--- config.mk ---
export PLATFORM = sky130hd
export DESIGN_NAME = first_unique_symbol_stream
export DESIGN_NICKNAME = d
export VERILOG_FILES = /design/src/sv/fus_pkg.sv /design/src/sv/first_unique_symbol_stream.sv
export SDC_FILE = /design/constraint.sdc
export NUM_CORES = 1
export LEC_CHECK = 0
export ABC_CLOCK_PERIOD_IN_PS = 3880
export BUFFER_PORTS_ARGS = -buffer_cell sky130_fd_sc_hd__buf_2
export CORE_AREA = 3 3 161 163
export CTS_CLUSTER_DIAMETER = 60
export DETAILED_ROUTE_END_ITERATION = 8
export DIE_AREA = 0 0 164 166
export GPL_TIMING_DRIVEN = 0
export SYNTH_ARGS = -nofsm -noshare
export SYNTH_HDL_FRONTEND = slang
export SYNTH_SLANG_ARGS = --single-unit
--- constraint.sdc ---
create_clock -name clk -period 3.88 [get_ports clk]
set_clock_uncertainty 0.2 [all_clocks]
set_input_delay 0.776 -clock clk [delete_from_list [all_inputs] [get_ports clk]]
set_output_delay 0.776 -clock clk [all_outputs]
set_load 0.005 [all_outputs]
--- src/sv/fus_pkg.sv ---
// ----------------------------------------------------------------------------
// fus_pkg
// Shared sizes, types and count codes for the first unique symbol stream.
// ----------------------------------------------------------------------------
package fus_pkg;

	localparam int ALPHABET_SIZE = 26;
	localparam int SYM_W         = 5;
	localparam int IDX_W         = (ALPHABET_SIZE > 1) ? $clog2(ALPHABET_SIZE) : 1;
	localparam int FILL_W        = $clog2(ALPHABET_SIZE + 1);

	typedef logic [1:0]        cnt_t;
	typedef logic [IDX_W-1:0]  idx_t;
	typedef logic [FILL_W-1:0] fill_t;

	// saturating occurrence count codes
	localparam cnt_t CNT_NONE = 2'd0;
	localparam cnt_t CNT_ONCE = 2'd1;
	localparam cnt_t CNT_MANY = 2'd2;

endpackage

--- src/sv/first_unique_symbol_stream.sv ---
// ----------------------------------------------------------------------------
// first_unique_symbol_stream
// Reports, after every symbol beat, the earliest symbol of the current stream
// that has so far appeared exactly once.
// ----------------------------------------------------------------------------
// Usage
//   Symbol channel: sym_valid / sym_stall carry restart and symbol. A beat is
//   taken at a rising edge with sym_valid high and sym_stall low. restart set
//   on a beat clears all counts and the order queue before that symbol counts.
//   Result channel: res_valid / res_stall carry found and first_unique; found
//   low means no once-seen symbol exists and first_unique then reads zero.
//   Timing: one beat at a time. From the symbol beat the sequencer runs the
//   count update, then head checks until the order queue is empty or its
//   head is once-seen, then the hand-over; a symbol out of range skips the
//   count update. Each head check is one order-queue read, one count read
//   and one compare, both memories single-port synchronous. Each symbol is
//   popped at most once per stream. The next symbol beat is taken at the
//   earliest in the cycle after the result loads.
//   Reset (arst_n low) clears the count valid bits, head, tail and fill at
//   once; no clearing pass is needed. The order queue is not cleared.
//   A stalled result holds in the output register; the next symbol beat is
//   still taken and worked, and waits only at its final hand-over.
// ----------------------------------------------------------------------------
module first_unique_symbol_stream
	import fus_pkg::*;
(
	input  logic             clk,
	input  logic             arst_n,
	input  logic             sym_valid,
	output logic             sym_stall,
	input  logic             restart,
	input  logic [SYM_W-1:0] symbol,
	output logic             res_valid,
	input  logic             res_stall,
	output logic             found,
	output logic [SYM_W-1:0] first_unique
);

	// sequencer codes
	localparam logic [2:0] S_IDLE = 3'd0; // wait for a symbol beat
	localparam logic [2:0] S_UPD  = 3'd1; // count read back: write count, push
	localparam logic [2:0] S_QRD  = 3'd2; // read order queue at head
	localparam logic [2:0] S_CRD  = 3'd3; // read count of the head symbol
	localparam logic [2:0] S_CHK  = 3'd4; // pop a repeated head or finish
	localparam logic [2:0] S_OUT  = 3'd5; // hand result to the output register

	// Memories: counts and arrival order, one synchronous port each
	cnt_t count_mem [ALPHABET_SIZE];
	idx_t queue_mem [ALPHABET_SIZE];

	// Flip-flop valid bits stand for the count reset: an entry not valid is zero
	logic [ALPHABET_SIZE-1:0] count_valid_q;

	logic [2:0] state_q;
	idx_t       head_q;
	idx_t       tail_q;
	fill_t      fill_q;

	cnt_t       count_rd_q;
	idx_t       queue_rd_q;
	idx_t       sym_idx_s1;
	logic       in_range_s1;

	logic             pend_found_q;
	logic [SYM_W-1:0] pend_sym_q;

	logic             res_valid_q;
	logic             found_q;
	logic [SYM_W-1:0] first_unique_q;

	logic       sym_take;
	logic       sym_in_range;
	idx_t       sym_idx;
	idx_t       count_raddr;
	logic       count_re;
	cnt_t       upd_count;
	cnt_t       chk_count;
	logic       push;
	logic       res_free;

	assign sym_stall    = (state_q != S_IDLE);
	assign sym_take     = sym_valid && (state_q == S_IDLE);
	assign sym_in_range = (symbol < SYM_W'(ALPHABET_SIZE));
	assign sym_idx      = sym_in_range ? IDX_W'(symbol) : '0;

	// Count as seen after this beat's restart: valid bits are already cleared
	assign upd_count = count_valid_q[sym_idx_s1] ? count_rd_q : CNT_NONE;
	assign chk_count = count_valid_q[queue_rd_q] ? count_rd_q : CNT_NONE;
	assign push      = (state_q == S_UPD) && in_range_s1 && (upd_count == CNT_NONE)
	                   && (fill_q < FILL_W'(ALPHABET_SIZE));

	assign count_re    = sym_take || (state_q == S_CRD);
	assign count_raddr = (state_q == S_CRD) ? queue_rd_q : sym_idx;

	assign res_free = !res_valid_q || !res_stall;

	// Count memory: registered read in the cycle before its use, write back in the update step
	always_ff @(posedge clk) begin
		if (count_re) begin
			count_rd_q <= count_mem[count_raddr];
		end
		if ((state_q == S_UPD) && in_range_s1) begin
			count_mem[sym_idx_s1] <= (upd_count == CNT_NONE) ? CNT_ONCE : CNT_MANY;
		end
	end

	// Order queue memory
	always_ff @(posedge clk) begin
		if (state_q == S_QRD) begin
			queue_rd_q <= queue_mem[head_q];
		end
		if (push) begin
			queue_mem[tail_q] <= sym_idx_s1;
		end
	end

	// Beat capture
	always_ff @(posedge clk) begin
		if (sym_take) begin
			sym_idx_s1  <= sym_idx;
			in_range_s1 <= sym_in_range;
		end
	end

	// Sequencer, queue pointers and valid bits
	always_ff @(posedge clk or negedge arst_n) begin
		if (!arst_n) begin
			state_q       <= S_IDLE;
			count_valid_q <= '0;
			head_q        <= '0;
			tail_q        <= '0;
			fill_q        <= '0;
		end else begin
			case (state_q)
				S_IDLE: begin
					if (sym_take) begin
						// restart drops the whole stream before this symbol
						if (restart) begin
							count_valid_q <= '0;
							head_q        <= '0;
							tail_q        <= '0;
							fill_q        <= '0;
						end
						state_q <= sym_in_range ? S_UPD : S_QRD;
					end
				end
				S_UPD: begin
					if (in_range_s1) begin
						count_valid_q[sym_idx_s1] <= 1'b1;
					end
					if (push) begin
						tail_q <= (tail_q == IDX_W'(ALPHABET_SIZE - 1)) ? '0 : tail_q + 1'b1;
						fill_q <= fill_q + 1'b1;
					end
					state_q <= S_QRD;
				end
				S_QRD: begin
					state_q <= (fill_q == '0) ? S_OUT : S_CRD;
				end
				S_CRD: begin
					state_q <= S_CHK;
				end
				S_CHK: begin
					if (chk_count == CNT_MANY) begin
						// head repeated: advance and look again
						head_q  <= (head_q == IDX_W'(ALPHABET_SIZE - 1)) ? '0 : head_q + 1'b1;
						fill_q  <= fill_q - 1'b1;
						state_q <= S_QRD;
					end else begin
						state_q <= S_OUT;
					end
				end
				S_OUT: begin
					if (res_free) begin
						state_q <= S_IDLE;
					end
				end
				default: begin
					state_q <= S_IDLE;
				end
			endcase
		end
	end

	// Pending result, settled before the hand-over
	always_ff @(posedge clk) begin
		if ((state_q == S_QRD) && (fill_q == '0)) begin
			pend_found_q <= 1'b0;
			pend_sym_q   <= '0;
		end else if ((state_q == S_CHK) && (chk_count != CNT_MANY)) begin
			pend_found_q <= 1'b1;
			pend_sym_q   <= SYM_W'(queue_rd_q);
		end
	end

	// Output register: load only when empty or being taken, else hold
	always_ff @(posedge clk or negedge arst_n) begin
		if (!arst_n) begin
			res_valid_q <= 1'b0;
		end else if ((state_q == S_OUT) && res_free) begin
			res_valid_q <= 1'b1;
		end else if (!res_stall) begin
			res_valid_q <= 1'b0;
		end
	end

	always_ff @(posedge clk) begin
		if ((state_q == S_OUT) && res_free) begin
			found_q        <= pend_found_q;
			first_unique_q <= pend_sym_q;
		end
	end

	assign res_valid    = res_valid_q;
	assign found        = found_q;
	assign first_unique = first_unique_q;

endmodule
== Word-level counts from Yosys, hierarchy flattened ==
Memory sizes are Yosys's and may differ from the RTL's. A register that Yosys moved wholly into a read port is not among the register bits.
Index checks and enable logic that the tools add are counted.

* Register bits: 63
* RAM bits: 182
* Bits of input ports: 10
* Logic and storage cells: 102
* Memories: 2

{| class="wikitable"
|+ Memories
! memory !! depth !! width !! read ports !! clocked after memory_dff !! wr ports !! line !! source
|-
| queue_mem || 26 || 5 || 1 || 1 || 1 || first_unique_symbol_stream.sv:49 || <nowiki>idx_t queue_mem [ALPHABET_SIZE];</nowiki>
|-
| count_mem || 26 || 2 || 1 || 1 || 1 || first_unique_symbol_stream.sv:48 || <nowiki>cnt_t count_mem [ALPHABET_SIZE];</nowiki>
|}

* Add/sub/neg operators: 4
* Magnitude comparators: 5
* Equality and inequality tests: 16
* Mux-type cells: 38
* Bitwise logic cells: 1
* Reduce and logical (&&, ||, !) cells: 24

{| class="wikitable"
|+ Operator list
! kind !! count
|-
| $mux 26 || 3
|-
| $pmux 26 s2 || 1
|-
| $mux 5 || 10
|-
| $or 26x26->26 || 1
|-
| $pmux 5 s2 || 2
|-
| $pmux 3 s6 || 1
|-
| $add 5x1->5 const B || 3
|-
| $pmux 5 s3 || 1
|-
| $ne 2x2->1 const B || 7
|-
| $lt 5x6->1 const B || 2
|-
| $mux 3 || 4
|-
| $reduce_and 4->1 || 3
|-
| $bmux 1 s5 || 2
|-
| $eq 5x5->1 const B || 2
|-
| $lt 5x5->1 const B || 2
|-
| $mux 1 || 9
|-
| $logic_and 1x1->1 || 8
|-
| $mux 2 || 4
|-
| $eq 3x2->1 const B || 2
|-
| $eq 3x3->1 const B || 2
|-
| $reduce_bool 3->1 || 2
|-
| $demux 1 s5 || 1
|-
| $ge 5x1->1 const B || 1
|-
| $logic_not 5->1 || 1
|-
| 11 further kinds || 14
|}

== Depth between registers and ports, before layout ==
Gate-level depths: netlist of run 1.

* Depth in word-level cells: 8
* Gate-level depth with buffers: 11
* Mapped depth without buffers: 10

== Worst setup path after synthesis of run 1 ==
OpenSTA, ideal clock, no wires.

* Kind: register -> register
* Start point: register sym_idx_s1[1]
* End point: memory queue_mem[13][0] in the netlist's numbering (enable)
* Arrival time: 2524 ps
* Required time: 3340 ps
* Path slack: 817 ps
* Cell stages (with the launch flop): 9
* Cells stage by stage: edfxtp_1 > buf_2 > mux2_2 > a31oi_1 > nand3_1 > o31ai_4 > buf_6 > nand2_1 > nor2_1

* Longest elaborated chain between the ends: 8

{| class="wikitable"
|+ RTL lines
! what !! line !! source
|-
| start: declaration || first_unique_symbol_stream.sv:61 || <nowiki>idx_t sym_idx_s1;</nowiki>
|-
| start signal: assignment || first_unique_symbol_stream.sv:120 || <nowiki>sym_idx_s1 <= sym_idx;</nowiki>
|-
| $bmux 1 s5 || first_unique_symbol_stream.sv:87 || <nowiki>assign upd_count = count_valid_q[sym_idx_s1] ? count_rd_q : CNT_NONE;</nowiki>
|-
| $mux 1 (not written as such) || first_unique_symbol_stream.sv:87 ||
|-
| $mux 2 || first_unique_symbol_stream.sv:87 ||
|-
| $logic_not 2->1 || first_unique_symbol_stream.sv:89 || <nowiki>assign push = (state_q == S_UPD) && in_range_s1 && (upd_count == CNT_NONE)</nowiki>
|-
| $logic_and 1x1->1 || first_unique_symbol_stream.sv:89 ||
|-
| $logic_and 1x1->1 || first_unique_symbol_stream.sv:90 || <nowiki>&& (fill_q < FILL_W'(ALPHABET_SIZE));</nowiki>
|-
| $mux 1 || first_unique_symbol_stream.sv:112 || <nowiki>if (push) begin</nowiki>
|-
| $mux 1 (not written as such) || first_unique_symbol_stream.sv:113 || <nowiki>queue_mem[tail_q] <= sym_idx_s1;</nowiki>
|-
| end: declaration || first_unique_symbol_stream.sv:49 ||
|}

Every way passes these cells. The select of a mux whose other input is x is not followed.

== Worst setup path in the final report of run 1 ==
* Start point: register sym_idx_s1[4]
* End point: memory queue_mem[21][3] in the netlist's numbering (enable)

Same word-level chain as after synthesis.

==> impl_metrics.json, run 1 <==
{
  "async_reset_ff_frac": 0.1786,
  "cpPeakStageDelay_ps": 560,
  "cts_tree": "done",
  "cp_max_fo": 14,
  "max_slew_margin": 0.2450,
  "yosys.area.top_type": "edfxtp_1",
  "drcViolationCount": 0,
  "synth-seq-cells": 252,
  "syn_avg_cell_area_sq_um": 14.68,
  "hold_start": "pend_sym_q[2]",
  "place_area_sq_um": 11720,
  "finalMaxSlewViolations": 0,
  "synth_cell_type_count": 72,
  "yosysTopAreaCellShare": 0.5373,
  "dieArea_sq_um": 27220,
  "min_period_over_period": 0.9128,
  "min_path_type": "flop to flop",
  "antenna_found_initial": 1,
  "path_common_cell": "nand2_1",
  "final_cells": 1170,
  "hold_viol": 0,
  "cts_buffers": 28,
  "pin_count": 18,
  "synthCells": 765,
  "max_cap_viol_count": 0,
  "reg2regPathDepth": 10,
  "clkLatencyLatePin_ps": 550,
  "clkSinkCount": 252,
  "cp-end-kind": "flop",
  "crit_path_start_kind": "flop",
  "r2r-start": "sym_idx_s1[4]",
  "dp_cells": 1106,
  "holdPathEnd": "first_unique[2]",
  "power_frac_comb": 0.285,
  "p_switching_mw": 2.630,
  "clockBufferDepth": 3,
  "grt_pass1_vias": 6817,
  "synthToLayoutAreaGrowth_pct": 13.52,
  "path_class": "flop to flop",
  "holdWs_ps": 232.0,
  "clk_pin_slew_ps": 60,
  "postLayoutCellArea_sq_um": 12750,
  "synth_area_leaders": "edfxtp_1, dfrtp_1, mux4_2",
  "num_vias": 6745,
  "outcome": "complete, no violations",
  "yosys.cell_count.top_type": "edfxtp_1",
  "ys.flop_type": "edfxtp_1",
  "initial_core_util": 0.4592,
  "leakage_nw": 4.531,
  "reg2reg_slack_ps": 340,
  "hold_buffers": 0,
  "ys_warn_count": 0,
  "vias_per_cell": 5.765,
  "first_pass_iters": 5,
  "finalCriticalPeriod_ps": 3542,
  "setup_violations": 0,
  "routedWlPerCell_um": 22.23,
  "seq_area_frac_synth": 0.6483,
  "critPathSlowestCell": "nor2_1",
  "num_rows": 57,
  "powerDensity_nw_per_um2": 659.3,
  "diodes": 0,
  "die_x_um": 164,
  "finalNetCount": 845,
  "tightest_slew_ps": 1133,
  "drt_wl_total_um": 26000,
  "swShare": 0.3129,
  "hold-path-cell-count": 0,
  "critical_path.cell_chain": "buf_4 > or3b_2 > clkbuf_1 > o22ai_1 > o21ai_0 > nand2_1 > o31ai_4 > buf_6 > nand2_1 > nor2_1",
  "crit_required_ps": 3860,
  "core-area_sq_um": 24460,
  "r2r_end": "queue_mem[21][3]",
  "power.internal_mw": 5.777,
  "gp_congestion": 0.8522,
  "power_frac_seq": 0.413,
  "grt.overflow.total": 0,
  "syn-num-nets": 785,
  "h-tree-depth": 1,
  "ys_top_cells_by_count": "edfxtp_1, nor2_1, mux2i_1",
  "root_buffer": "clkbuf_16",
  "cp.arrival_ps": 3520,
  "grt_first_pass_wirelength_um": 40030,
  "drive_gt1_frac": 0.1950,
  "synth-edff-count": 201,
  "io_buffers": 17,
  "max-vdd-ir-drop_mv": 0.3409,
  "dpl.hpwl_um": 16820,
  "syn-cell-area_sq_um": 11230,
  "max_freq_mhz": 282.3,
  "power.share.clock": 0.302,
  "ant_nets": 0,
  "rsz0062_at_grt": "false",
  "drtIter0Drc": 700,
  "die_h_um": 166,
  "grt_usage": 0.1915,
  "grt_start_max_net_pins": 46
}
cells by family (layout without fill, tap and decap cells):
logic type | count (synthesis) | count (layout) | synth area share
simple gates | 220 | 220 | 0.09880
flops | 252 | 252 | 0.6483
compound gates | 116 | 116 | 0.07095
fa+ha+maj | 10 | 10 | 0.01181
xor+xnor | 2 | 2 | 0.001560
mux | 105 | 105 | 0.1428
buf+inv | 60 | 141 | 0.02584
cell usage in the layout (no fill, tap or decap), drive strengths merged, types with 4 or more instances in the layout:
cell	count
o21ai	23
a22o	4
edfxtp	201
nor3b	7
clkbuf	64
clkinv	4
o22ai	5
a21oi	38
o311ai	4
o31ai	4
dfrtp	45
or3	5
mux2	12
nor2b	11
dfxtp	6
buf	52
nand3b	11
nand3	12
a211oi	7
mux4	43
nor2	106
or3b	4
o211ai	5
inv	20
ha	9
mux2i	50
nand2	30
nand2b	6
a31oi	9
and2	6
nor3	9
power groups by stage:
stage	registers (mW)	logic [mW]	clock network, mW
after floorplan	3.49	1.65	0
after global placement	3.59	2.19	0
after detailed placement	3.61	2.24	0
after CTS	3.49	2.37	2.59
after global routing	3.50	2.61	2.71
final	3.47	2.39	2.54
registers in the layout, summed over array words and instances (netlist names), 2 cells and up:
register	count
queue_mem	130
head_q	5
state_q	3
queue_rd_q	5
sym_idx_s1	5
count_rd_q	2
count_valid_q	26
first_unique	5
count_mem	52
tail_q	5
pend_sym_q	5
fill_q	5
worst max-delay path by stage:
stage | to | slack [ps] | startpoint | depth (start not counted)
2_1_floorplan | queue_mem[13][0] | 820 | sym_idx_s1[1] | 8
3_3_place_gp | count_mem[10][0] | -500 | sym_idx_s1[3] | 6
3_5_place_dp | count_mem[10][0] | -690 | sym_idx_s1[3] | 6
4_1_cts | queue_mem[4][1] | 30 | sym_idx_s1[0] | 8
5_1_grt | queue_mem[20][2] | 120 | sym_idx_s1[1] | 10
6_report | queue_mem[21][3] | 340 | sym_idx_s1[4] | 10
per-stage QoR:
stage	util	power (mW)	worst slack, ps	TNS [ps]
final	0.5213	8.407	338.2	0
after global routing	0.5213	8.815	119.6	0
after floorplan	-	5.146	817.0	0
after CTS	0.5201	8.449	31.71	0
after detailed placement	0.4793	5.845	-693.4	-62680
after global placement	0.4793	5.775	-502.4	-47090
what timing repair did:
action | 4_1_cts | 5_1_grt
setup buffers | 9 | 4
endpoints found under the setup margin | 156 | 151
gates resized for setup | 1 | 0
pin swaps | 0 | 0
endpoints found under the hold margin | 0 | 0
critical path, delay by kind of cell (launching register included):
family / cells / cell delay [ps]
buf+inv: 3 / 690
simple gates: 4 / 1150
flops: 1 / 460
compound gates: 3 / 650
metal layers:
layer	routed length [um]	vias to the layer above	global-route usage	part of all wire
li1	-	3058	-	-
met1	11720	3434	0.2891	0.45
met2	12080	219	0.2922	0.46
met3	1767	34	0.03642	0.068
met4	429	0	0.04009	0.016
met5	0	-	0	0
final cells by class:
cell class	count	area, sq um
fill	1965	11710
timing repair buffer	30	212.7
inverter	18	67.56
clock buffer	44	822.0
sequential	252	7282
multi-input combinational	453	3662
clock inverter	7	77.57
tap	324	405.4
buffer	42	222.7
No activity file was read; power rests on OpenSTA's default activity.
==> inputs of run 2 (changes only) <==
CELL_PAD_IN_SITES_DETAIL_PLACEMENT = 1   (was unset)
CELL_PAD_IN_SITES_GLOBAL_PLACEMENT = 1   (was unset)
PLACE_DENSITY_LB_ADDON = 0.1   (was unset)
==> impl_metrics.json, run 2 (same netlist as run 1, synthesis figures left out) <==
{
  "diodes": 0,
  "grt.busiest_layer": "met2",
  "cp_max_fo": 10,
  "max_freq_mhz": 267.0,
  "h-tree-depth": 1,
  "min_period_over_period": 0.9654,
  "clockBufferDepth": 3,
  "first_pass_iters": 4,
  "drive_gt1_frac": 0.1967,
  "final_cell_mix": "edfxtp_1, nor2_1, mux2i_1",
  "max_slew_margin": 0.2469,
  "die_x_um": 164,
  "dpl.hpwl_um": 18870,
  "setup_violations": 0,
  "clkLatencyLatePin_ps": 550,
  "met2_usage": 0.3406,
  "hold_buffers": 0,
  "num_rows": 57,
  "grt.overflow.total": 0,
  "grt_use_met3": 0.03891,
  "crit_required_ps": 3850,
  "grt_usage": 0.2137,
  "gp_congestion": 0.7885,
  "rsz0062_at_grt": "true",
  "top_register": "queue_mem",
  "fillers": 2392,
  "core-area_sq_um": 24460,
  "regArea_sq_um": 7282,
  "dp_cells": 1106,
  "pin_count": 18,
  "grt_first_pass_wirelength_um": 44430,
  "swShare": 0.3216,
  "largest_register_ffs": 130,
  "root_buffer": "clkbuf_16",
  "cts_tree": "done",
  "hold_viol": 0,
  "finalCriticalPeriod_ps": 3746,
  "drt_wl_total_um": 28560,
  "clkSinkCount": 252,
  "leakage_nw": 4.511,
  "cp-end-kind": "flop",
  "io_buffers": 17,
  "powerDensity_nw_per_um2": 664.4,
  "top_regs": "queue_mem x130, count_mem x52, count_valid_q x26",
  "finalNetCount": 844,
  "num_vias": 6825,
  "outcome": "complete, no violations",
  "layout_commonest_cell": "edfxtp_1",
  "power_frac_seq": 0.413,
  "power.internal_mw": 5.729,
  "dieArea_sq_um": 27220,
  "antenna_found_initial": 3,
  "tightest_slew_ps": 1130,
  "max_cap_viol_count": 0,
  "drcViolationCount": 0,
  "finalMaxSlewViolations": 0,
  "final_cells": 1168,
  "power_frac_comb": 0.288,
  "power.share.clock": 0.299,
  "synthToLayoutAreaGrowth_pct": 13.15,
  "initial_core_util": 0.4592,
  "ant_nets": 0,
  "cp.arrival_ps": 3720,
  "vias_per_cell": 5.843,
  "p_switching_mw": 2.716,
  "multi_input_area_sq_um": 3662,
  "holdWs_ps": 241.9,
  "grt_pass1_vias": 7346,
  "drtIter0Drc": 486,
  "gr-usage-met1": 0.3121,
  "routedWlPerCell_um": 24.45,
  "cts_buffers": 28,
  "min_path_type": "primary input to asynchronous set/reset pin",
  "die_h_um": 166,
  "grt_start_max_net_pins": 46,
  "clk_pin_slew_ps": 60,
  "crit_path_start_kind": "flop",
  "max-vdd-ir-drop_mv": 0.3587,
  "path_class": "flop to flop"
}
run 2: cell types whose count changed in the layout (fill, tap and decap cells not counted), sizes merged:
cell	before	now
buf	52	51
inv	20	18
clkinv	4	9
clkinvlp	0	2
clkbuf	64	58
run 2: power groups by stage:
stage	clock (mW)	combinational [mW]	sequential (mW)
after floorplan	0	1.65	3.49
after global placement	0	2.24	3.59
after detailed placement	0	2.31	3.62
after CTS	2.57	2.46	3.48
after global routing	2.70	2.66	3.52
final	2.52	2.44	3.49
run 2: repair_timing:
item | 4_1_cts | 5_1_grt
endpoints found under the setup margin | 156 | 4
setup buffers | 12 | 0
resized for setup | 1 | 0
pin swaps | 0 | 0
hold endpoints to repair | 0 | 0
run 2: final timing paths:
check / endpoint / slack, ps / startpoint / depth (start not counted)
max: queue_mem[17][1] / 130 / sym_idx_s1[1] / 10
min: res_valid / 240 / arst_n / 1
min reg2reg: first_unique[0] / 240 / pend_sym_q[0] / 0
max in group asynchronous: count_valid_q[18] / 2520 / arst_n / 1
min in group clk: first_unique[0] / 240 / pend_sym_q[0] / 0
max reg2reg: queue_mem[17][1] / 130 / sym_idx_s1[1] / 10
run 2: layer usage:
layer / vias up / part of all wire / routed length [um]
met1: 3577 / 0.45 / 12810
met3: 44 / 0.051 / 1470
met2: 148 / 0.48 / 13790
li1: 3056 / - / -
met5: - / 0 / 0
met4: 0 / 0.017 / 490
run 2: layout make-up:
class,instances,share of cell area
buffer,42,0.01752
clock inverter,12,0.006890
tap,324,0.03189
clock buffer,38,0.06211
sequential,252,0.5729
inverter,18,0.005316
multi-input combinational,453,0.2881
timing repair buffer,29,0.01526
run 2: worst max-delay path, stage by stage, from the launching register on:
cell	delay [ps]
edfxtp_1	470
buf_4	200
clkbuf_1	400
mux2i_1	280
nand3_1	100
o2111ai_1	80
nand2_1	180
o31ai_4	450
buf_6	220
nand2_1	280
nor2_1	520
run 2: metrics by stage:
stage / utilization / TNS [ps] / area [sq um] / setup WS, ps / power [mW]
CTS: 0.5196 / 0 / 12710 / 215.2 / 8.510
detailed placement: 0.4793 / -87750 / 11720 / -631.3 / 5.922
finish: 0.5196 / 0 / 12710 / 134.1 / 8.445
floorplan: - / 0 / 11230 / 817.0 / 5.146
global placement: 0.4793 / -56400 / 11720 / -419.7 / 5.834
global route: 0.5196 / -16.53 / 12710 / -6.809 / 8.873
